==> config.mk <==
export PLATFORM = sky130hd
export DESIGN_NAME = remap_name_lexer_flat
export DESIGN_NICKNAME = d
export VERILOG_FILES = /design/src/hdl/rnl_pkg.sv /design/src/hdl/rnl_if.sv /design/src/hdl/rnl_rom.sv /design/src/hdl/rnl_out.sv /design/src/hdl/remap_name_lexer.sv /design/src/flat_wrapper.sv
export SDC_FILE = /design/constraint.sdc
export NUM_CORES = 1
export LEC_CHECK = 0
export BUFFER_PORTS_ARGS = -buffer_cell sky130_fd_sc_hd__buf_2
export CORE_AREA = 4 4 172 174
export CTS_CLUSTER_DIAMETER = 50
export DETAILED_ROUTE_END_ITERATION = 8
export DIE_AREA = 0 0 176 178
export PLACE_DENSITY = 0.53
export SLEW_MARGIN = 20
export SYNTH_ARGS = -nofsm -noshare
export SYNTH_HDL_FRONTEND = slang
export SYNTH_SLANG_ARGS = --single-unit
export TNS_END_PERCENT = 1
==> constraint.sdc <==
create_clock -name clk -period 8.1 [get_ports clk]
set_input_delay 0.81 -clock clk [delete_from_list [all_inputs] [get_ports clk]]
set_output_delay 0.81 -clock clk [all_outputs]
set_load 0.01 [all_outputs]
==> src/hdl/rnl_pkg.sv <==
`timescale 1ns / 1ps
// ----------------------------------------------------------------------------
// rnl_pkg
// Shared types, constants and the transition table of the remap name lexer.
// ----------------------------------------------------------------------------
package rnl_pkg;

  localparam int unsigned LENGTH_BITS_DEF = 16;
  localparam int unsigned LEN_OUT_W       = 16;
  localparam int unsigned CODE_W          = 5;
  localparam int unsigned BYTE_W          = 8;
  localparam int unsigned STATE_W         = 5;
  localparam int unsigned QUEUE_DEPTH     = 3;

  // lexeme codes
  localparam logic [CODE_W-1:0] LEX_TILDE_SLASH = 5'd0;
  localparam logic [CODE_W-1:0] LEX_URL_SERVICE = 5'd1;
  localparam logic [CODE_W-1:0] LEX_URL_TOPIC   = 5'd2;
  localparam logic [CODE_W-1:0] LEX_COLON       = 5'd3;
  localparam logic [CODE_W-1:0] LEX_NODE        = 5'd4;
  localparam logic [CODE_W-1:0] LEX_NS          = 5'd5;
  localparam logic [CODE_W-1:0] LEX_SEPARATOR   = 5'd6;
  localparam logic [CODE_W-1:0] LEX_BR1         = 5'd7;
  localparam logic [CODE_W-1:0] LEX_TOKEN       = 5'd16;
  localparam logic [CODE_W-1:0] LEX_SLASH       = 5'd17;
  localparam logic [CODE_W-1:0] LEX_WILD_ONE    = 5'd18;
  localparam logic [CODE_W-1:0] LEX_WILD_MULTI  = 5'd19;
  localparam logic [CODE_W-1:0] LEX_EOF         = 5'd20;
  localparam logic [CODE_W-1:0] LEX_NONE        = 5'd21;
  localparam logic [CODE_W-1:0] LEX_DOT         = 5'd22;

  // dfa start state
  localparam logic [STATE_W-1:0] ST_START = 5'd0;

  // what a state does with a byte that matches none of its ranges
  typedef enum logic [1:0] {
    MOVE_TAKE,    // consume it (a zero byte is read again instead)
    MOVE_RETRY,   // read it again
    MOVE_BACK1,   // hand back one consumed byte, read both again
    MOVE_BACK2    // hand back two consumed bytes, read all three again
  } move_t;

  // one transition memory word
  typedef struct packed {
    logic               eof;   // end byte at lexeme start
    logic               hit;   // byte matched a range
    logic               fin;   // dst is a lexeme code, not a state
    logic [STATE_W-1:0] dst;
    move_t              move;
  } rnl_entry_t;

  // one finished lexeme on its way to the output register
  typedef struct packed {
    logic                 valid;
    logic [CODE_W-1:0]    code;
    logic [LEN_OUT_W-1:0] length;
    logic                 last;
  } rnl_res_t;

  typedef enum logic {
    SEQ_IDLE,
    SEQ_STEP
  } seq_state_t;

  function automatic rnl_entry_t rnl_fallback(input logic fin, input logic [STATE_W-1:0] dst,
                                              input move_t move);
    rnl_entry_t e;
    e.eof  = 1'b0;
    e.hit  = 1'b0;
    e.fin  = fin;
    e.dst  = dst;
    e.move = move;
    return e;
  endfunction

  function automatic rnl_entry_t rnl_take(input rnl_entry_t e_in, input logic fin,
                                          input logic [STATE_W-1:0] dst);
    rnl_entry_t e;
    e     = e_in;
    e.hit = 1'b1;
    e.fin = fin;
    e.dst = dst;
    return e;
  endfunction

  // transition table: first matching range wins, else the state's fallback
  function automatic rnl_entry_t rnl_lookup(input logic [STATE_W-1:0] st,
                                            input logic [BYTE_W-1:0] b);
    rnl_entry_t e;
    logic       lower;
    logic       upper;
    logic       digit;
    lower = (b >= "a") && (b <= "z");
    upper = (b >= "A") && (b <= "Z");
    digit = (b >= "0") && (b <= "9");
    e     = rnl_fallback(1'b1, LEX_NONE, MOVE_TAKE);
    case (st)
      5'd0: begin
        if (b == "/") e = rnl_take(e, 1'b1, LEX_SLASH);
        else if (b == ".") e = rnl_take(e, 1'b1, LEX_DOT);
        else if (b == 8'h5C) e = rnl_take(e, 1'b0, 5'd1);
        else if (b == "~") e = rnl_take(e, 1'b0, 5'd2);
        else if (b == "_") e = rnl_take(e, 1'b0, 5'd3);
        else if (b == "r") e = rnl_take(e, 1'b0, 5'd11);
        else if (lower || upper) e = rnl_take(e, 1'b0, 5'd9);
        else if (b == "*") e = rnl_take(e, 1'b0, 5'd30);
        else if (b == ":") e = rnl_take(e, 1'b0, 5'd31);
      end
      5'd1: begin
        if (b inside {["1":"9"]}) e = rnl_take(e, 1'b1, LEX_BR1 + 5'(b[3:0]) - 5'd1);
      end
      5'd2: if (b == "/") e = rnl_take(e, 1'b1, LEX_TILDE_SLASH);
      5'd3: begin
        e = rnl_fallback(1'b0, 5'd10, MOVE_RETRY);
        if (b == "_") e = rnl_take(e, 1'b0, 5'd4);
      end
      5'd4: if (b == "n") e = rnl_take(e, 1'b0, 5'd5);
      5'd5: begin
        if (b == "s") e = rnl_take(e, 1'b1, LEX_NS);
        else if (b == "o") e = rnl_take(e, 1'b0, 5'd6);
        else if (b == "a") e = rnl_take(e, 1'b0, 5'd7);
      end
      5'd6: if (b == "d") e = rnl_take(e, 1'b0, 5'd8);
      5'd7: if (b == "m") e = rnl_take(e, 1'b0, 5'd8);
      5'd8: if (b == "e") e = rnl_take(e, 1'b1, LEX_NODE);
      5'd9: begin
        e = rnl_fallback(1'b1, LEX_TOKEN, MOVE_RETRY);
        if (lower || upper || digit) e = rnl_take(e, 1'b0, 5'd9);
        else if (b == "_") e = rnl_take(e, 1'b0, 5'd10);
      end
      5'd10: begin
        e = rnl_fallback(1'b1, LEX_TOKEN, MOVE_RETRY);
        if (lower || upper || digit) e = rnl_take(e, 1'b0, 5'd9);
      end
      5'd11: begin
        e = rnl_fallback(1'b0, 5'd9, MOVE_RETRY);
        if (b == "o") e = rnl_take(e, 1'b0, 5'd12);
      end
      5'd12: begin
        e = rnl_fallback(1'b0, 5'd9, MOVE_RETRY);
        if (b == "s") e = rnl_take(e, 1'b0, 5'd13);
      end
      5'd13: begin
        e = rnl_fallback(1'b0, 5'd9, MOVE_RETRY);
        if (b == "t") e = rnl_take(e, 1'b0, 5'd14);
        else if (b == "s") e = rnl_take(e, 1'b0, 5'd21);
      end
      5'd14: begin
        e = rnl_fallback(1'b0, 5'd9, MOVE_RETRY);
        if (b == "o") e = rnl_take(e, 1'b0, 5'd15);
      end
      5'd15: begin
        e = rnl_fallback(1'b0, 5'd9, MOVE_RETRY);
        if (b == "p") e = rnl_take(e, 1'b0, 5'd16);
      end
      5'd16: begin
        e = rnl_fallback(1'b0, 5'd9, MOVE_RETRY);
        if (b == "i") e = rnl_take(e, 1'b0, 5'd17);
      end
      5'd17: begin
        e = rnl_fallback(1'b0, 5'd9, MOVE_RETRY);
        if (b == "c") e = rnl_take(e, 1'b0, 5'd18);
      end
      5'd18: begin
        e = rnl_fallback(1'b0, 5'd9, MOVE_RETRY);
        if (b == ":") e = rnl_take(e, 1'b0, 5'd19);
      end
      5'd19: begin
        e = rnl_fallback(1'b0, 5'd9, MOVE_BACK1);
        if (b == "/") e = rnl_take(e, 1'b0, 5'd20);
      end
      5'd20: begin
        e = rnl_fallback(1'b0, 5'd9, MOVE_BACK2);
        if (b == "/") e = rnl_take(e, 1'b1, LEX_URL_TOPIC);
      end
      5'd21: begin
        e = rnl_fallback(1'b0, 5'd9, MOVE_RETRY);
        if (b == "e") e = rnl_take(e, 1'b0, 5'd22);
      end
      5'd22: begin
        e = rnl_fallback(1'b0, 5'd9, MOVE_RETRY);
        if (b == "r") e = rnl_take(e, 1'b0, 5'd23);
      end
      5'd23: begin
        e = rnl_fallback(1'b0, 5'd9, MOVE_RETRY);
        if (b == "v") e = rnl_take(e, 1'b0, 5'd24);
      end
      5'd24: begin
        e = rnl_fallback(1'b0, 5'd9, MOVE_RETRY);
        if (b == "i") e = rnl_take(e, 1'b0, 5'd25);
      end
      5'd25: begin
        e = rnl_fallback(1'b0, 5'd9, MOVE_RETRY);
        if (b == "c") e = rnl_take(e, 1'b0, 5'd26);
      end
      5'd26: begin
        e = rnl_fallback(1'b0, 5'd9, MOVE_RETRY);
        if (b == "e") e = rnl_take(e, 1'b0, 5'd27);
      end
      5'd27: begin
        e = rnl_fallback(1'b0, 5'd9, MOVE_RETRY);
        if (b == ":") e = rnl_take(e, 1'b0, 5'd28);
      end
      5'd28: begin
        e = rnl_fallback(1'b0, 5'd9, MOVE_BACK1);
        if (b == "/") e = rnl_take(e, 1'b0, 5'd29);
      end
      5'd29: begin
        e = rnl_fallback(1'b0, 5'd9, MOVE_BACK2);
        if (b == "/") e = rnl_take(e, 1'b1, LEX_URL_SERVICE);
      end
      5'd30: begin
        e = rnl_fallback(1'b1, LEX_WILD_ONE, MOVE_RETRY);
        if (b == "*") e = rnl_take(e, 1'b1, LEX_WILD_MULTI);
      end
      5'd31: begin
        e = rnl_fallback(1'b1, LEX_COLON, MOVE_RETRY);
        if (b == "=") e = rnl_take(e, 1'b1, LEX_SEPARATOR);
      end
      default: e = rnl_fallback(1'b1, LEX_NONE, MOVE_TAKE);
    endcase
    e.eof = (st == ST_START) && (b == '0);
    return e;
  endfunction

endpackage

==> src/hdl/rnl_if.sv <==
`timescale 1ns / 1ps
// ----------------------------------------------------------------------------
// rnl_if
// Valid/ready channels of the remap name lexer: text bytes in, lexemes out.
// ----------------------------------------------------------------------------
interface rnl_byte_if;
  logic       valid;
  logic       ready;
  logic [7:0] text_byte;

  modport source (output valid, output text_byte, input ready);
  modport sink (input valid, input text_byte, output ready);
endinterface

interface rnl_lexeme_if;
  logic        valid;
  logic        ready;
  logic [4:0]  lexeme_code;
  logic [15:0] lexeme_length;
  logic        is_last;

  modport source (output valid, output lexeme_code, output lexeme_length, output is_last,
                  input ready);
  modport sink (input valid, input lexeme_code, input lexeme_length, input is_last,
                output ready);
endinterface

==> src/hdl/rnl_rom.sv <==
`timescale 1ns / 1ps
// ----------------------------------------------------------------------------
// rnl_rom
// Transition memory: state and byte in, registered transition word out in the
// next cycle. The word holds while no new read is issued.
// ----------------------------------------------------------------------------
module rnl_rom (
  input  logic                         clk,
  input  logic                         en,
  input  logic [rnl_pkg::STATE_W-1:0]  st,
  input  logic [rnl_pkg::BYTE_W-1:0]   text_byte,
  output rnl_pkg::rnl_entry_t          data
);
  import rnl_pkg::*;

  // synchronous read port
  always_ff @(posedge clk) begin
    if (en) begin
      data <= rnl_lookup(st, text_byte);
    end
  end

endmodule

==> src/hdl/rnl_out.sv <==
`timescale 1ns / 1ps
// ----------------------------------------------------------------------------
// rnl_out
// Output register for finished lexemes; takes a new one in the cycle the
// held one transfers.
// ----------------------------------------------------------------------------
module rnl_out (
  input  logic              clk,
  input  logic              rst,
  input  rnl_pkg::rnl_res_t res,
  output logic              can_push,
  rnl_lexeme_if.source      lex_out
);
  import rnl_pkg::*;

  logic                 valid;
  logic [CODE_W-1:0]    code;
  logic [LEN_OUT_W-1:0] length;
  logic                 last;

  assign can_push = !valid || lex_out.ready;

  // valid flag
  always_ff @(posedge clk) begin
    if (rst) begin
      valid <= 1'b0;
    end else if (can_push) begin
      valid <= res.valid;
    end
  end

  // payload
  always_ff @(posedge clk) begin
    if (can_push && res.valid) begin
      code   <= res.code;
      length <= res.length;
      last   <= res.last;
    end
  end

  assign lex_out.valid         = valid;
  assign lex_out.lexeme_code   = code;
  assign lex_out.lexeme_length = length;
  assign lex_out.is_last       = last;

endmodule

==> src/hdl/remap_name_lexer.sv <==
`timescale 1ns / 1ps
// ----------------------------------------------------------------------------
// remap_name_lexer
// Streaming lexer for name-remapping rules, one text byte per transfer.
// ----------------------------------------------------------------------------
// Each text byte is looked up in a transition memory with a registered read,
// and the result is applied in the step that follows, so a byte is first
// accepted and then has its transition applied. Every byte that a state
// leaves to be read again or hands back is run through another step (the
// longest replay is a two-byte backup after "rostopic:/" or "rosservice:/"),
// and a step that finishes a lexeme waits while the output register holds an
// untaken lexeme. A byte of 0 at a lexeme start gives the eof lexeme with
// is_last set and returns the lexer to its start. Lengths saturate at
// 2**LENGTH_BITS - 1 and are shown in 16 bits.
// ----------------------------------------------------------------------------
module remap_name_lexer #(
  parameter int unsigned LENGTH_BITS = rnl_pkg::LENGTH_BITS_DEF
) (
  input  logic          clk,
  input  logic          rst,
  rnl_byte_if.sink      text_in,
  rnl_lexeme_if.source  lex_out
);
  import rnl_pkg::*;

  localparam int unsigned LenW = LENGTH_BITS;

  seq_state_t         seq, seq_next;
  logic [STATE_W-1:0] dfa_state, dfa_state_next;
  logic [LenW-1:0]    count, count_next;
  logic [1:0]         qn, qn_next;
  logic [BYTE_W-1:0]  hist0, hist0_next;
  logic [BYTE_W-1:0]  hist1, hist1_next;
  logic [BYTE_W-1:0]  cur, cur_next;
  logic [BYTE_W-1:0]  queue      [QUEUE_DEPTH];
  logic [BYTE_W-1:0]  queue_next [QUEUE_DEPTH];

  logic               rom_en;
  logic [STATE_W-1:0] rom_st;
  logic [BYTE_W-1:0]  rom_byte;
  rnl_entry_t         ent;

  rnl_res_t           res;
  logic               can_push;

  logic               in_xfer;
  logic               consume;
  logic               emit;
  logic               stall;
  logic               more;
  logic [1:0]         requeue;
  logic [2:0]         total;
  logic [LenW-1:0]    count_adj;
  logic [BYTE_W-1:0]  l0, l1, l2;
  logic [BYTE_W-1:0]  head;
  logic [BYTE_W-1:0]  rem [QUEUE_DEPTH];
  logic [LenW+LEN_OUT_W-1:0] len_ext;

  rnl_rom u_rom (
    .clk       (clk),
    .en        (rom_en),
    .st        (rom_st),
    .text_byte (rom_byte),
    .data      (ent)
  );

  rnl_out u_out (
    .clk      (clk),
    .rst      (rst),
    .res      (res),
    .can_push (can_push),
    .lex_out  (lex_out)
  );

  assign text_in.ready = (seq == SEQ_IDLE);
  assign in_xfer       = text_in.valid && text_in.ready;

  // step decode: consume or hand back, build the replay list
  always_comb begin
    consume   = ent.hit || ((ent.move == MOVE_TAKE) && (cur != '0));
    count_adj = count;
    requeue   = 2'd0;
    l0        = cur;
    l1        = cur;
    l2        = cur;
    if (consume) begin
      count_adj = (count == '1) ? count : count + LenW'(1);
    end else begin
      case (ent.move)
        MOVE_TAKE, MOVE_RETRY: begin
          requeue = 2'd1;
        end
        MOVE_BACK1: begin
          requeue   = 2'd2;
          count_adj = (count == '0) ? '0 : count - LenW'(1);
          l0        = hist1;
        end
        MOVE_BACK2: begin
          requeue   = 2'd3;
          count_adj = (count < LenW'(2)) ? '0 : count - LenW'(2);
          l0        = hist0;
          l1        = hist1;
        end
        default: requeue = 2'd0;
      endcase
    end
    // replayed bytes go in front of what is still queued
    case (requeue)
      2'd0: begin
        head   = queue[0];
        rem[0] = queue[1];
        rem[1] = queue[2];
        rem[2] = queue[2];
      end
      2'd1: begin
        head   = l0;
        rem[0] = queue[0];
        rem[1] = queue[1];
        rem[2] = queue[2];
      end
      2'd2: begin
        head   = l0;
        rem[0] = l1;
        rem[1] = queue[0];
        rem[2] = queue[1];
      end
      default: begin
        head   = l0;
        rem[0] = l1;
        rem[1] = l2;
        rem[2] = queue[0];
      end
    endcase
    total   = {1'b0, qn} + {1'b0, requeue};
    emit    = ent.eof || ent.fin;
    stall   = emit && !can_push;
    more    = !ent.eof && (total != '0);
    len_ext = {{LEN_OUT_W{1'b0}}, count_adj};
  end

  // sequencer next state
  always_comb begin
    seq_next = seq;
    case (seq)
      SEQ_IDLE: if (in_xfer) seq_next = SEQ_STEP;
      SEQ_STEP: if (!stall && !more) seq_next = SEQ_IDLE;
      default:  seq_next = SEQ_IDLE;
    endcase
  end

  // sequencer outputs and datapath updates
  always_comb begin
    dfa_state_next = dfa_state;
    count_next     = count;
    qn_next        = qn;
    hist0_next     = hist0;
    hist1_next     = hist1;
    cur_next       = cur;
    for (int i = 0; i < QUEUE_DEPTH; i++) begin
      queue_next[i] = queue[i];
    end
    rom_en   = 1'b0;
    rom_st   = dfa_state;
    rom_byte = text_in.text_byte;
    res      = '0;
    case (seq)
      SEQ_IDLE: begin
        if (in_xfer) begin
          cur_next = text_in.text_byte;
          qn_next  = 2'd0;
          rom_en   = 1'b1;
        end
      end
      SEQ_STEP: begin
        if (!stall) begin
          if (ent.eof) begin
            res.valid      = 1'b1;
            res.code       = LEX_EOF;
            res.length     = '0;
            res.last       = 1'b1;
            dfa_state_next = ST_START;
            count_next     = '0;
            qn_next        = 2'd0;
          end else begin
            if (consume) begin
              hist0_next = hist1;
              hist1_next = cur;
            end else if (ent.move == MOVE_BACK1) begin
              hist1_next = hist0;
            end
            if (ent.fin) begin
              res.valid      = 1'b1;
              res.code       = ent.dst;
              res.length     = len_ext[LEN_OUT_W-1:0];
              res.last       = 1'b0;
              dfa_state_next = ST_START;
              count_next     = '0;
            end else begin
              dfa_state_next = ent.dst;
              count_next     = count_adj;
            end
            // next byte from the replay queue
            if (more) begin
              cur_next = head;
              for (int i = 0; i < QUEUE_DEPTH; i++) begin
                queue_next[i] = rem[i];
              end
              qn_next  = (total > 3'd4) ? 2'd3 : 2'(total - 3'd1);
              rom_en   = 1'b1;
              rom_st   = dfa_state_next;
              rom_byte = head;
            end
          end
        end
      end
      default: rom_en = 1'b0;
    endcase
  end

  // control registers
  always_ff @(posedge clk) begin
    if (rst) begin
      seq       <= SEQ_IDLE;
      dfa_state <= ST_START;
      count     <= '0;
      qn        <= 2'd0;
    end else begin
      seq       <= seq_next;
      dfa_state <= dfa_state_next;
      count     <= count_next;
      qn        <= qn_next;
    end
  end

  // byte registers
  always_ff @(posedge clk) begin
    hist0 <= hist0_next;
    hist1 <= hist1_next;
    cur   <= cur_next;
    for (int i = 0; i < QUEUE_DEPTH; i++) begin
      queue[i] <= queue_next[i];
    end
  end

`ifndef NO_ASSERTIONS
  // eof sends the lexer back to its start
  a_eof_resets: assert property (@(posedge clk) disable iff (rst)
    (res.valid && res.last && can_push) |=>
      (seq == SEQ_IDLE) && (dfa_state == ST_START) && (count == '0))
    else $error("eof did not return the lexer to start");

  // a new lexeme has no length yet
  a_start_empty: assert property (@(posedge clk) disable iff (rst)
    ((seq == SEQ_IDLE) && (dfa_state == ST_START)) |-> (count == '0))
    else $error("start state with nonzero length");

  // replays never stack more than two waiting bytes
  a_queue_bound: assert property (@(posedge clk) disable iff (rst)
    (qn != 2'd3))
    else $error("replay queue overflow");

  // a step blocked by the output register changes nothing
  a_stall_holds: assert property (@(posedge clk) disable iff (rst)
    ((seq == SEQ_STEP) && stall) |=>
      $stable(dfa_state) && $stable(count) && (seq == SEQ_STEP))
    else $error("stalled step modified lexer state");
`endif

endmodule
==> src/flat_wrapper.sv <==
// flat-port wrapper written by rule: the top's interface ports become plain ports
module remap_name_lexer_flat import rnl_pkg::*;
#(
  parameter int unsigned LENGTH_BITS = rnl_pkg::LENGTH_BITS_DEF
)
  (clk, rst, text_in_valid, text_in_text_byte, text_in_ready, lex_out_valid, lex_out_lexeme_code, lex_out_lexeme_length, lex_out_is_last, lex_out_ready);
  rnl_byte_if text_in_i ();
  rnl_lexeme_if lex_out_i ();
  input  logic clk;
  input  logic rst;
  input wire logic [$bits(text_in_i.valid)-1:0] text_in_valid;
  input wire logic [$bits(text_in_i.text_byte)-1:0] text_in_text_byte;
  output wire logic [$bits(text_in_i.ready)-1:0] text_in_ready;
  output wire logic [$bits(lex_out_i.valid)-1:0] lex_out_valid;
  output wire logic [$bits(lex_out_i.lexeme_code)-1:0] lex_out_lexeme_code;
  output wire logic [$bits(lex_out_i.lexeme_length)-1:0] lex_out_lexeme_length;
  output wire logic [$bits(lex_out_i.is_last)-1:0] lex_out_is_last;
  input wire logic [$bits(lex_out_i.ready)-1:0] lex_out_ready;
  assign text_in_i.valid = text_in_valid;
  assign text_in_i.text_byte = text_in_text_byte;
  assign text_in_ready = text_in_i.ready;
  assign lex_out_valid = lex_out_i.valid;
  assign lex_out_lexeme_code = lex_out_i.lexeme_code;
  assign lex_out_lexeme_length = lex_out_i.lexeme_length;
  assign lex_out_is_last = lex_out_i.is_last;
  assign lex_out_i.ready = lex_out_ready;
  remap_name_lexer #(.LENGTH_BITS(LENGTH_BITS)) u_core (.clk(clk), .rst(rst), .text_in(text_in_i), .lex_out(lex_out_i));
endmodule
; ---- Word level (Yosys, flattened, before mapping)
; Memory sizes are Yosys's and may differ from the RTL's.
; Cells that the tools add are included.
[word_totals]
inputBits = 12
output_inout_bits = 24
register_bits = 81
ram_bits = 24
mem_count = 1
[op_classes]
n_eq_ne = 63
n_reduce_logical = 37
n_lt_le_gt_ge = 9
bitwise = 4
add_sub_neg = 7
muxes = 98
[memory_table]
columns = name, words, word_bits, rd, rd_clocked_by_memory_dff, write_ports, line
row1 = u_core.queue, 3, 8, 3, 0, 3, remap_name_lexer.sv:35  ; logic [BYTE_W-1:0] queue [QUEUE_DEPTH];
[op_table]
columns = operator, count
row1 = $mux W9, 44
row2 = $pmux W9 S32, 1
row3 = $eq A8 B7 Y1 const B, 16
row4 = $mux W8, 14
row5 = $mux W16, 6
row6 = $mux W24, 4
row7 = $mux W23, 4
row8 = $eq A5 B5 Y1 const B, 16
row9 = $pmux W24 S3, 1
row10 = $eq A5 B4 Y1 const B, 8
row11 = $eq A8 B6 Y1 const B, 5
row12 = $pmux W16 S2, 1
row13 = $pmux W8 S2, 2
row14 = $mux W5, 6
row15 = $eq A5 B3 Y1 const B, 4
row16 = $add A16 B1 Y16 const B, 1
row17 = $eq A16 B16 Y1 const B, 1
row18 = $ge A8 B6 Y1 const B, 2
row19 = $ge A8 B7 Y1 const B, 2
row20 = $le A8 B7 Y1 const B, 2
row21 = $logic_not A16 Y1, 1
row22 = $lt A16 B2 Y1 const B, 1
row23 = $sub A16 B1 Y16 const B, 1
row24 = $sub A16 B2 Y16 const B, 1
row25 = other kinds (32), 74

; ---- Logic depth before layout (Yosys ltp)
; Gate-level depths: netlist of run 1.
[depth]
ltp_word = 22
mapped_depth = 27
mapped_depth_nobuf = 20

; ---- Modules after synthesis
; A second synthesis of run 1 with hierarchy kept.
[hier_totals]
cells_unflattened = 933
hier_area_um2 = 7667.4
[modules_own_cells]
columns = module, cells_per_inst, instances, seq_area_each_um2, area_each_um2
row1 = remap_name_lexer, 629, 1, 1921.8, 5089.9
row2 = rnl_rom, 277, 1, 300.3, 1861.8
row3 = rnl_out, 27, 1, 680.7, 715.7

; ---- Worst setup path before layout of run 1
; No wires, ideal clock.
[synth_timing]
path_kind = register -> register
from = register u_core.cur[1]
to = register u_core.u_rom.data[4] (netlist name) (data pin)
setup_slack_ns = 2.502
arrival_ns = 5.326
stages_incl_launch_ff = 28
setup_ns = 0.272
path_cell_list = edfxtp_1 nor4_2 a211o_1 buf_4 buf_6 nand2_1 nor2_1 clkbuf_1 ha_1 inv_1 fa_1 ha_1 nand2_1 nand3_2 buf_4 buf_4 buf_6 clkbuf_1 nor2_1 a21oi_1 ha_1 mux2i_1 o211ai_1 a32o_1 o211ai_1 nand2_1 nor3_1 or4b_1
[synth_via]
elab_chain_cells = 22
word_cells_on_any_way = 109
cone_classes = 3 x add/sub / 7 x order compare / 46 x eq/ne / 40 x mux / 13 x reduce/logical
[synth_rtl]
columns = item, line
row1 = from (decl), remap_name_lexer.sv:34  ; logic [BYTE_W-1:0] cur, cur_next;
row2 = from (signal assigned), remap_name_lexer.sv:239  ; cur <= cur_next;
row3 = $reduce_bool A8 Y1, remap_name_lexer.sv:80  ; consume = ent.hit || ((ent.move == MOVE_TAKE) && (cur != '0));
row4 = $logic_and A1 B1 Y1, remap_name_lexer.sv:80
row5 = $logic_or A1 B1 Y1, remap_name_lexer.sv:80
row6 = $mux W2, remap_name_lexer.sv:86  ; if (consume) begin
row7 = $add A2 B2 Y3, remap_name_lexer.sv:134  ; total = {1'b0, qn} + {1'b0, requeue};
row8 = $reduce_bool A3 Y1, remap_name_lexer.sv:137  ; more = !ent.eof && (total != '0);
row9 = $logic_and A1 B1 Y1, remap_name_lexer.sv:137
row10 = $mux W8, remap_name_lexer.sv:203  ; if (more) begin
row11 = (+6 left out), n/a
row12 = $mux W9, rnl_pkg.sv:105  ; else if (lower || upper) e = rnl_take(e, 1'b0, 5'd9);
row13 = $mux W9, rnl_pkg.sv:104  ; else if (b == "r") e = rnl_take(e, 1'b0, 5'd11);
row14 = $mux W9, rnl_pkg.sv:103  ; else if (b == "_") e = rnl_take(e, 1'b0, 5'd3);
row15 = $mux W9, rnl_pkg.sv:102  ; else if (b == "~") e = rnl_take(e, 1'b0, 5'd2);
row16 = $mux W9, rnl_pkg.sv:101  ; else if (b == 8'h5C) e = rnl_take(e, 1'b0, 5'd1);
row17 = $mux W9, rnl_pkg.sv:100  ; else if (b == ".") e = rnl_take(e, 1'b1, LEX_DOT);
row18 = $mux W9, rnl_pkg.sv:99  ; if (b == "/") e = rnl_take(e, 1'b1, LEX_SLASH);
row19 = $pmux W9 S32 (*), rnl_pkg.sv:97  ; case (st)
row20 = to (signal assigned), rnl_rom.sv:19  ; data <= rnl_lookup(st, text_byte);
row21 = to (decl), rnl_rom.sv:12  ; output rnl_pkg::rnl_entry_t data
; Every way passes the cells marked *; elsewhere a longest branch is shown, timed or not.
; A chain may end at the register's enable or synchronous reset.

; ---- Final worst setup path of run 1
[layout_timing]
from = register u_core.cur[1]
to = register u_core.u_rom.data[6] (netlist name) (data pin)
[layout_via]
elab_chain_cells = 22
word_cells_on_any_way = 122
cone_classes = 3 x add/sub / 7 x order compare / 51 x eq/ne / 48 x mux / 13 x reduce/logical
[layout_rtl]
columns = item, line
row1 = $reduce_bool A8 Y1, remap_name_lexer.sv:80
row2 = $logic_and A1 B1 Y1, remap_name_lexer.sv:80
row3 = $logic_or A1 B1 Y1, remap_name_lexer.sv:80
row4 = $mux W2, remap_name_lexer.sv:86
row5 = $add A2 B2 Y3, remap_name_lexer.sv:134
row6 = $reduce_bool A3 Y1, remap_name_lexer.sv:137
row7 = $logic_and A1 B1 Y1, remap_name_lexer.sv:137
row8 = $mux W8, remap_name_lexer.sv:203
row9 = (+6 left out), n/a
row10 = $mux W9, rnl_pkg.sv:105
row11 = $mux W9, rnl_pkg.sv:104
row12 = $mux W9, rnl_pkg.sv:103
row13 = $mux W9, rnl_pkg.sv:102
row14 = $mux W9, rnl_pkg.sv:101
row15 = $mux W9, rnl_pkg.sv:100
row16 = $mux W9, rnl_pkg.sv:99
row17 = $pmux W9 S32 (*), rnl_pkg.sv:97
; Marks and branches as above.

==> flow_summary.json, run 1 <==
{
  "min_period_ns": 6.07,
  "antenna_violations_before_repair": 0,
  "p_int_mw": 1.08,
  "postCtsHoldBufs": 0,
  "root_buffer": "sky130_fd_sc_hd__clkbuf_16",
  "critical_path_peak_fanout": 38,
  "die-area_um2": 31300,
  "synth.lib_cells_used.distinct": 103,
  "max_freq_mhz": 165,
  "worst-r2r-setup-slack_ns": 2.03,
  "portBuffers": 35,
  "leading_cell_type_in_the_layout_fill_and_taps_excluded": "sky130_fd_sc_hd__nand2_1",
  "synthesis.area_per_instance_um2": 8.33,
  "layout.cells.most_common_list": "sky130_fd_sc_hd__nand2_1, sky130_fd_sc_hd__nor2_1, sky130_fd_sc_hd__edfxtp_1, sky130_fd_sc_hd__a21oi_1, sky130_fd_sc_hd__o21ai_0",
  "crit_top_cell": "sky130_fd_sc_hd__ha_1",
  "crit_path_top_delay_cell": "sky130_fd_sc_hd__nor3_4",
  "multiInputGateArea_um2": 4950,
  "synth_top_flop_cell": "sky130_fd_sc_hd__edfxtp_1",
  "reg2reg_from": "u_core.cur[1]",
  "ctsLongestPathBuffers": 2,
  "slew_headroom_pct": 36.4,
  "run_status": "finished, final reports clean",
  "core_area_um2": 27800,
  "crit_path_cell_trace": "nor4_2 > a211o_1 > nand2_2 > nor2_1 > ha_1 > inv_1 > fa_1 > ha_1 > and2_1 > nor3_4 > buf_4 > a21oi_1 > a31oi_2 > nand4_2 > a32o_1 > a21o_1 > a211oi_1 > a32oi_1",
  "sort_of_element_at_the_end_of_the_critical_path": "flop",
  "drc": 0,
  "postSynthRegisterBits": 105,
  "rr_worst_depth": 18,
  "post_cts_clock_slew_at_the_launch_and_capture_registers_of_the_worst_setup_and_hold_paths_ns": 0.09,
  "setup_total_negative_slack_ns": 0,
  "cap_viol_max_count": 0,
  "path_class": "flop to flop",
  "final-max-slew-violation-count": 0,
  "rsz_0062_raised_after_global_routing": "false",
  "power.static_leakage_nw": 3.20,
  "cts_tree": "done",
  "synth_area_um2": 8310,
  "worst_hold_startpoint": "u_core.hist1[7]",
  "io_pins": 36,
  "power.sequential.fraction_pct": 39.9,
  "grt.total_usage_pct": 17.7,
  "total_wire_length_um": 28100,
  "first_global_vias": 7329,
  "insertion_delay_ns": 0.37,
  "final_util_pct": 32.4,
  "cp_data_arrival_time_ns": 6.17,
  "ys_async_sr_fraction_pct": 0,
  "post-layout-total-power_mw": 1.83,
  "slowest_delay_ns": 0.57,
  "postSynthNetCount": 1021,
  "hold_slack_ns": 0.476,
  "synthesis.yosys.warnings": 0,
  "critPathRequiredTime_ns": 8.20,
  "timing.final.crit_share_pct": 74.9,
  "final_layout_size_suffix_gt1_share_pct": 11.7,
  "fin_worst_skew_ns": 0.0179,
  "p_sw_share_pct": 41.0,
  "post_cts.resized_instances": 0,
  "ranking_of_synthesized_cells_by_area": "sky130_fd_sc_hd__edfxtp_1, sky130_fd_sc_hd__dfxtp_1, sky130_fd_sc_hd__nand2_1, sky130_fd_sc_hd__nor2_1, sky130_fd_sc_hd__mux2i_1",
  "grt-ovfl-total": 0,
  "drt-vias-per-instance": 5.77,
  "timing_hold_violations_final": 0,
  "gpl.final_weighted_congestion": 0.912,
  "die_w_um": 176,
  "clockPowerShare_pct": 24.4,
  "routedWlPerCell_um": 20.5,
  "power.net_switching_uw": 751,
  "storage_cell_area_um2": 2900,
  "grt_max_degree": 64,
  "power.density_cell_area_nw_per_um2": 203,
  "drt_pre_antenna_iters": 5,
  "worst_ir_drop_vdd_v": 0.000127,
  "synthCells": 998,
  "ant_nets": 0,
  "chipHeight_um": 178,
  "detailedRoute.firstIterationViolations": 846,
  "finalInstanceArea_um2": 9010,
  "post-synth-top-area-cell": "sky130_fd_sc_hd__edfxtp_1",
  "area.growth.synth_to_final_pct": 8.40,
  "cts.sinks": 105,
  "num_rows": 61,
  "place_hpwl_um": 20600,
  "cp-start-kind": "flop",
  "initial_utilization_pct": 29.9,
  "nFillCells": 2996,
  "r2r-end": "u_core.u_rom.data[6]",
  "tritoncts.num_buffers": 9,
  "h-tree-depth": 3,
  "yosysTopAreaCellShare_pct": 28.9,
  "max_slew.worst_pin.slew_ns": 0.953,
  "antennaDiodeCount": 0,
  "post_cts.repair.setup_buffers": 0,
  "design.final.nets": 1012,
  "worst_hold_path.num_cells": 0,
  "min_delay_endpoint": "u_core.hist0[7]",
  "synth_enable_flop_cells": 80,
  "finalSetupViolCount": 0,
  "part_of_the_yosys_area_used_for_sequential_elements_pct": 34.9,
  "hold_class": "flop to flop",
  "dpl_cell_area_um2": 8730,
  "combinationalPowerShare_pct": 35.7,
  "first_pass_grt_wire_length_um": 43700,
  "num_vias": 7919
}
==> cell type report <==
type,count,share of cell area (%)
repair buffers,50,3.19
well taps,378,5.25
flip-flops and latches,105,32.2
clock inverters,6,0.555
multi-input cells,791,54.9
inverters,32,1.33
clock buffers,10,2.54
==> how the worst max path moves through the flow <==
| stage | start | endpoint | slack, ns | cells after the start |
|---|---|---|---|---|
| 5_1_grt | u_core.cur[1] | u_core.u_rom.data[6] | 1.58 | 18 |
| 3_3_place_gp | u_core.cur[4] | u_core.u_rom.data[8] | 2.03 | 18 |
| 6_report | u_core.cur[1] | u_core.u_rom.data[6] | 2.03 | 18 |
| 3_5_place_dp | u_core.cur[4] | u_core.u_rom.data[8] | 2.04 | 18 |
| 4_1_cts | u_core.cur[1] | u_core.u_rom.data[8] | 2.03 | 18 |
| 2_1_floorplan | u_core.cur[1] | u_core.u_rom.data[4] | 2.50 | 27 |
==> cells in the mapped netlist (5+ instances only) <==
cell,count
sky130_fd_sc_hd__nand2_1,133
sky130_fd_sc_hd__o21ai_0,61
sky130_fd_sc_hd__nor2b_1,14
sky130_fd_sc_hd__a21oi_1,63
sky130_fd_sc_hd__and2_1,6
sky130_fd_sc_hd__buf_1,6
sky130_fd_sc_hd__buf_6,6
sky130_fd_sc_hd__nand4_1,26
sky130_fd_sc_hd__nand2b_1,6
sky130_fd_sc_hd__a31oi_1,19
sky130_fd_sc_hd__and3_1,9
sky130_fd_sc_hd__a211o_1,9
sky130_fd_sc_hd__o211ai_1,9
sky130_fd_sc_hd__xor2_1,9
sky130_fd_sc_hd__nor2_1,118
sky130_fd_sc_hd__nor4_1,16
sky130_fd_sc_hd__a22oi_1,17
sky130_fd_sc_hd__dfxtp_1,25
sky130_fd_sc_hd__xnor2_1,7
sky130_fd_sc_hd__buf_4,10
sky130_fd_sc_hd__mux2_2,6
sky130_fd_sc_hd__clkbuf_1,41
sky130_fd_sc_hd__nand3b_1,5
sky130_fd_sc_hd__o21ai_1,6
sky130_fd_sc_hd__mux2i_1,34
sky130_fd_sc_hd__nand3_1,24
sky130_fd_sc_hd__buf_2,7
sky130_fd_sc_hd__inv_1,31
sky130_fd_sc_hd__and4_1,6
sky130_fd_sc_hd__a21o_1,6
sky130_fd_sc_hd__a211oi_1,9
sky130_fd_sc_hd__o22ai_1,8
sky130_fd_sc_hd__edfxtp_1,80
sky130_fd_sc_hd__nor3_1,33
sky130_fd_sc_hd__ha_1,10
==> kinds of logic after synthesis <==
group	synth area share, %
compound gates	25.3
xor+xnor	1.69
fa+ha+maj	1.75
buf+inv	5.70
flops	34.9
mux	4.91
simple gates	25.7
==> flip-flops by register name (all words and copies together) (netlist names) <==
register	flops
u_core.u_out.lex_out.lexeme_code	5
u_core.hist1	8
u_core.dfa_state	5
u_core.count	16
u_core.u_out.lex_out.valid	1
u_core.u_out.lex_out.is_last	1
u_core.u_out.lex_out.lexeme_length	16
u_core.qn	2
u_core.hist0	8
u_core.seq	1
u_core.u_rom.data	10
u_core.queue	24
u_core.cur	8
==> power groups by stage <==
stage | registers, mW | clock network (mW) | logic, mW
after CTS | 0.730 | 0.458 | 0.645
after detailed placement | 0.742 | 0 | 0.642
after global placement | 0.741 | 0 | 0.652
after global routing | 0.739 | 0.480 | 0.717
after floorplan | 0.704 | 0 | 0.489
final | 0.731 | 0.446 | 0.653
==> critical path, delay by kind of cell (launching register included) <==
kind / cells / cell delay, ns
buffers and inverters: 2 / 0.53
adders and majority gates: 3 / 0.83
and+or+nand+nor: 6 / 1.90
DFF: 1 / 0.48
AOI/OAI and AO/OA: 7 / 2.04
==> routing by layer <==
layer  vias to the layer above  track usage (%)  part of all wire, %
li1                       3734                -                    -
met1                      3783             25.5                   46
met2                       359             27.5                   44
met3                        43             2.56                  7.3
met4                         0             5.30                  2.2
met5                         -                0                    0
==> metrics by stage <==
step	instances	worst slack, ns
finish	1372	2.03
global placement	1356	2.03
detailed placement	1356	2.04
global route	1372	1.58
floorplan	998	2.50
CTS	1372	2.03
Power figures use the tool's default switching activity.
==> run 2: changes to the inputs <==
==> constraint.sdc (replaced) <==
create_clock -name clk -period 6.3 [get_ports clk]
set_input_delay 0.63 -clock clk [delete_from_list [all_inputs] [get_ports clk]]
set_output_delay 0.63 -clock clk [all_outputs]
set_load 0.01 [all_outputs]
==> run 2 against run 1 <==
First-iteration DRC count increased by 2.1%. Worst hold slack improved by 0.013 ns. Maximum frequency grew 5.8%. Sequential share of layout area shrank 0.21 points. Critical path type unchanged. Cell count grew 0.58%. Power grew 28%. Clock skew shrank 0.0054 ns. Register-to-register slack got worse by 1.5 ns.
==> flow_summary.json, run 2 (synthesis results as in run 1) <==
{
  "grt_max_degree": 64,
  "portBuffers": 35,
  "h-tree-depth": 3,
  "area.growth.synth_to_final_pct": 9.12,
  "initial_utilization_pct": 29.9,
  "max_freq_mhz": 175,
  "setup_total_negative_slack_ns": 0,
  "finalSetupViolCount": 0,
  "fin_worst_skew_ns": 0.0125,
  "registers.top_by_ff_count": "u_core.queue",
  "nFillCells": 2953,
  "cts.sinks": 105,
  "worst_hold_path.num_cells": 0,
  "first_global_vias": 7287,
  "path_class": "flop to flop",
  "post-layout-total-power_mw": 2.35,
  "slew_headroom_pct": 34.0,
  "worst_path_dominant_cell_family": "simple AND/OR/NAND/NOR gates",
  "leading_cell_type_in_the_layout_fill_and_taps_excluded": "sky130_fd_sc_hd__nand2_1",
  "finalInstanceArea_um2": 9070,
  "tritoncts.num_buffers": 9,
  "post_cts_clock_slew_at_the_launch_and_capture_registers_of_the_worst_setup_and_hold_paths_ns": 0.08,
  "ant_nets": 0,
  "grt.total_usage_pct": 17.4,
  "final-max-slew-violation-count": 0,
  "layout_setup_ws_ns": 0.570,
  "chipHeight_um": 178,
  "power.density_cell_area_nw_per_um2": 259,
  "gpl.final_weighted_congestion": 0.974,
  "critPathRequiredTime_ns": 6.37,
  "critical_path_buf_inv_count": 3,
  "cp_data_arrival_time_ns": 5.80,
  "rr_worst_depth": 19,
  "drc": 0,
  "post_cts.repair.setup_buffers": 0,
  "post_cts.resized_instances": 0,
  "place_hpwl_um": 20200,
  "total_wire_length_um": 27700,
  "num_rows": 61,
  "final_layout_size_suffix_gt1_share_pct": 12.4,
  "largest_register_ffs": 24,
  "power.static_leakage_nw": 3.24,
  "die_w_um": 176,
  "die-area_um2": 31300,
  "timing.final.crit_share_pct": 91.0,
  "min_period_ns": 5.73,
  "timing_hold_violations_final": 0,
  "post_place_setup_slack_ns": 0.683,
  "layout.cells.most_common_list": "sky130_fd_sc_hd__nand2_1, sky130_fd_sc_hd__nor2_1, sky130_fd_sc_hd__edfxtp_1, sky130_fd_sc_hd__a21oi_1, sky130_fd_sc_hd__o21ai_0",
  "crit_path_cell_trace": "nor4_2 > a211o_1 > nand2_2 > nor2_1 > ha_1 > inv_1 > fa_1 > ha_1 > and2_1 > nor3_4 > buf_4 > buf_4 > o2111ai_1 > o211ai_2 > nand2_1 > nor2_1 > o221ai_1 > nor4_1 > a22oi_1",
  "multiInputGateArea_um2": 4950,
  "num_vias": 7998,
  "drt_pre_antenna_iters": 7,
  "design.final.nets": 1020,
  "hold_class": "flop to flop",
  "rsz_0062_raised_after_global_routing": "false",
  "slowest_delay_ns": 0.59,
  "worst_ir_drop_vdd_v": 0.000118,
  "storage_cell_area_um2": 2900,
  "path_depth": 19,
  "root_buffer": "sky130_fd_sc_hd__clkbuf_16",
  "postCtsHoldBufs": 0,
  "run_status": "finished, final reports clean",
  "io_pins": 36,
  "antenna_violations_before_repair": 0,
  "crit_path_top_delay_cell": "sky130_fd_sc_hd__nor3_4",
  "grt-ovfl-total": 0,
  "insertion_delay_ns": 0.37,
  "routedWlPerCell_um": 20.1,
  "core_area_um2": 27800,
  "cap_viol_max_count": 0,
  "instances_no_fill": 1380,
  "antennaDiodeCount": 0,
  "critical_path_peak_fanout": 15,
  "cp-start-kind": "flop",
  "first_pass_grt_wire_length_um": 43000,
  "detailedRoute.firstIterationViolations": 864,
  "dpl_cell_area_um2": 8790,
  "ctsLongestPathBuffers": 2,
  "dp_cells": 1364,
  "sort_of_element_at_the_end_of_the_critical_path": "flop",
  "max_slew.worst_pin.slew_ns": 0.988,
  "drt-vias-per-instance": 5.80,
  "cts_tree": "done"
}
## run 2: power breakdown
group | leakage [nW] | internal [mW] | switching (mW)
Combinational | 2.15 | 0.280 | 0.572
Clock | 0.137 | 0.273 | 0.289
Sequential | 0.948 | 0.844 | 0.0885
## run 2: final timing paths
check,from,endpoint,slack (ns)
hold reg to reg,u_core.hist1[6],u_core.hist0[6],0.49
setup reg to reg,u_core.cur[1],u_core.u_rom.data[5],0.57
setup / recovery,u_core.cur[1],u_core.u_rom.data[5],0.57
hold / removal,u_core.hist1[6],u_core.hist0[6],0.49
## run 2: metrics by stage
step | hold slack, ns | util, %
6_report | 0.489 | 32.7
5_1_grt | 0.505 | 32.7
4_1_cts | 0.491 | 32.6
3_5_place_dp | 0.468 | 31.6
3_3_place_gp | 0.455 | 31.6
2_1_floorplan | 0.448 | -
## run 2: final cells by class
| cell class | count | area share (%) |
|---|---|---|
| Clock buffer | 9 | 2.48 |
| Inverter | 32 | 1.32 |
| Timing Repair Buffer | 58 | 3.83 |
| Tap cell | 378 | 5.21 |
| Multi-Input combinational cell | 791 | 54.6 |
| Sequential cell | 105 | 32.0 |
| Clock inverter | 7 | 0.593 |
## run 2: routing by layer
metal / GRT usage, % / wire length, um
met5: 0 / 0
met3: 2.63 / 2050
met2: 26.7 / 12100
met4: 4.32 / 585
met1: 25.7 / 12900
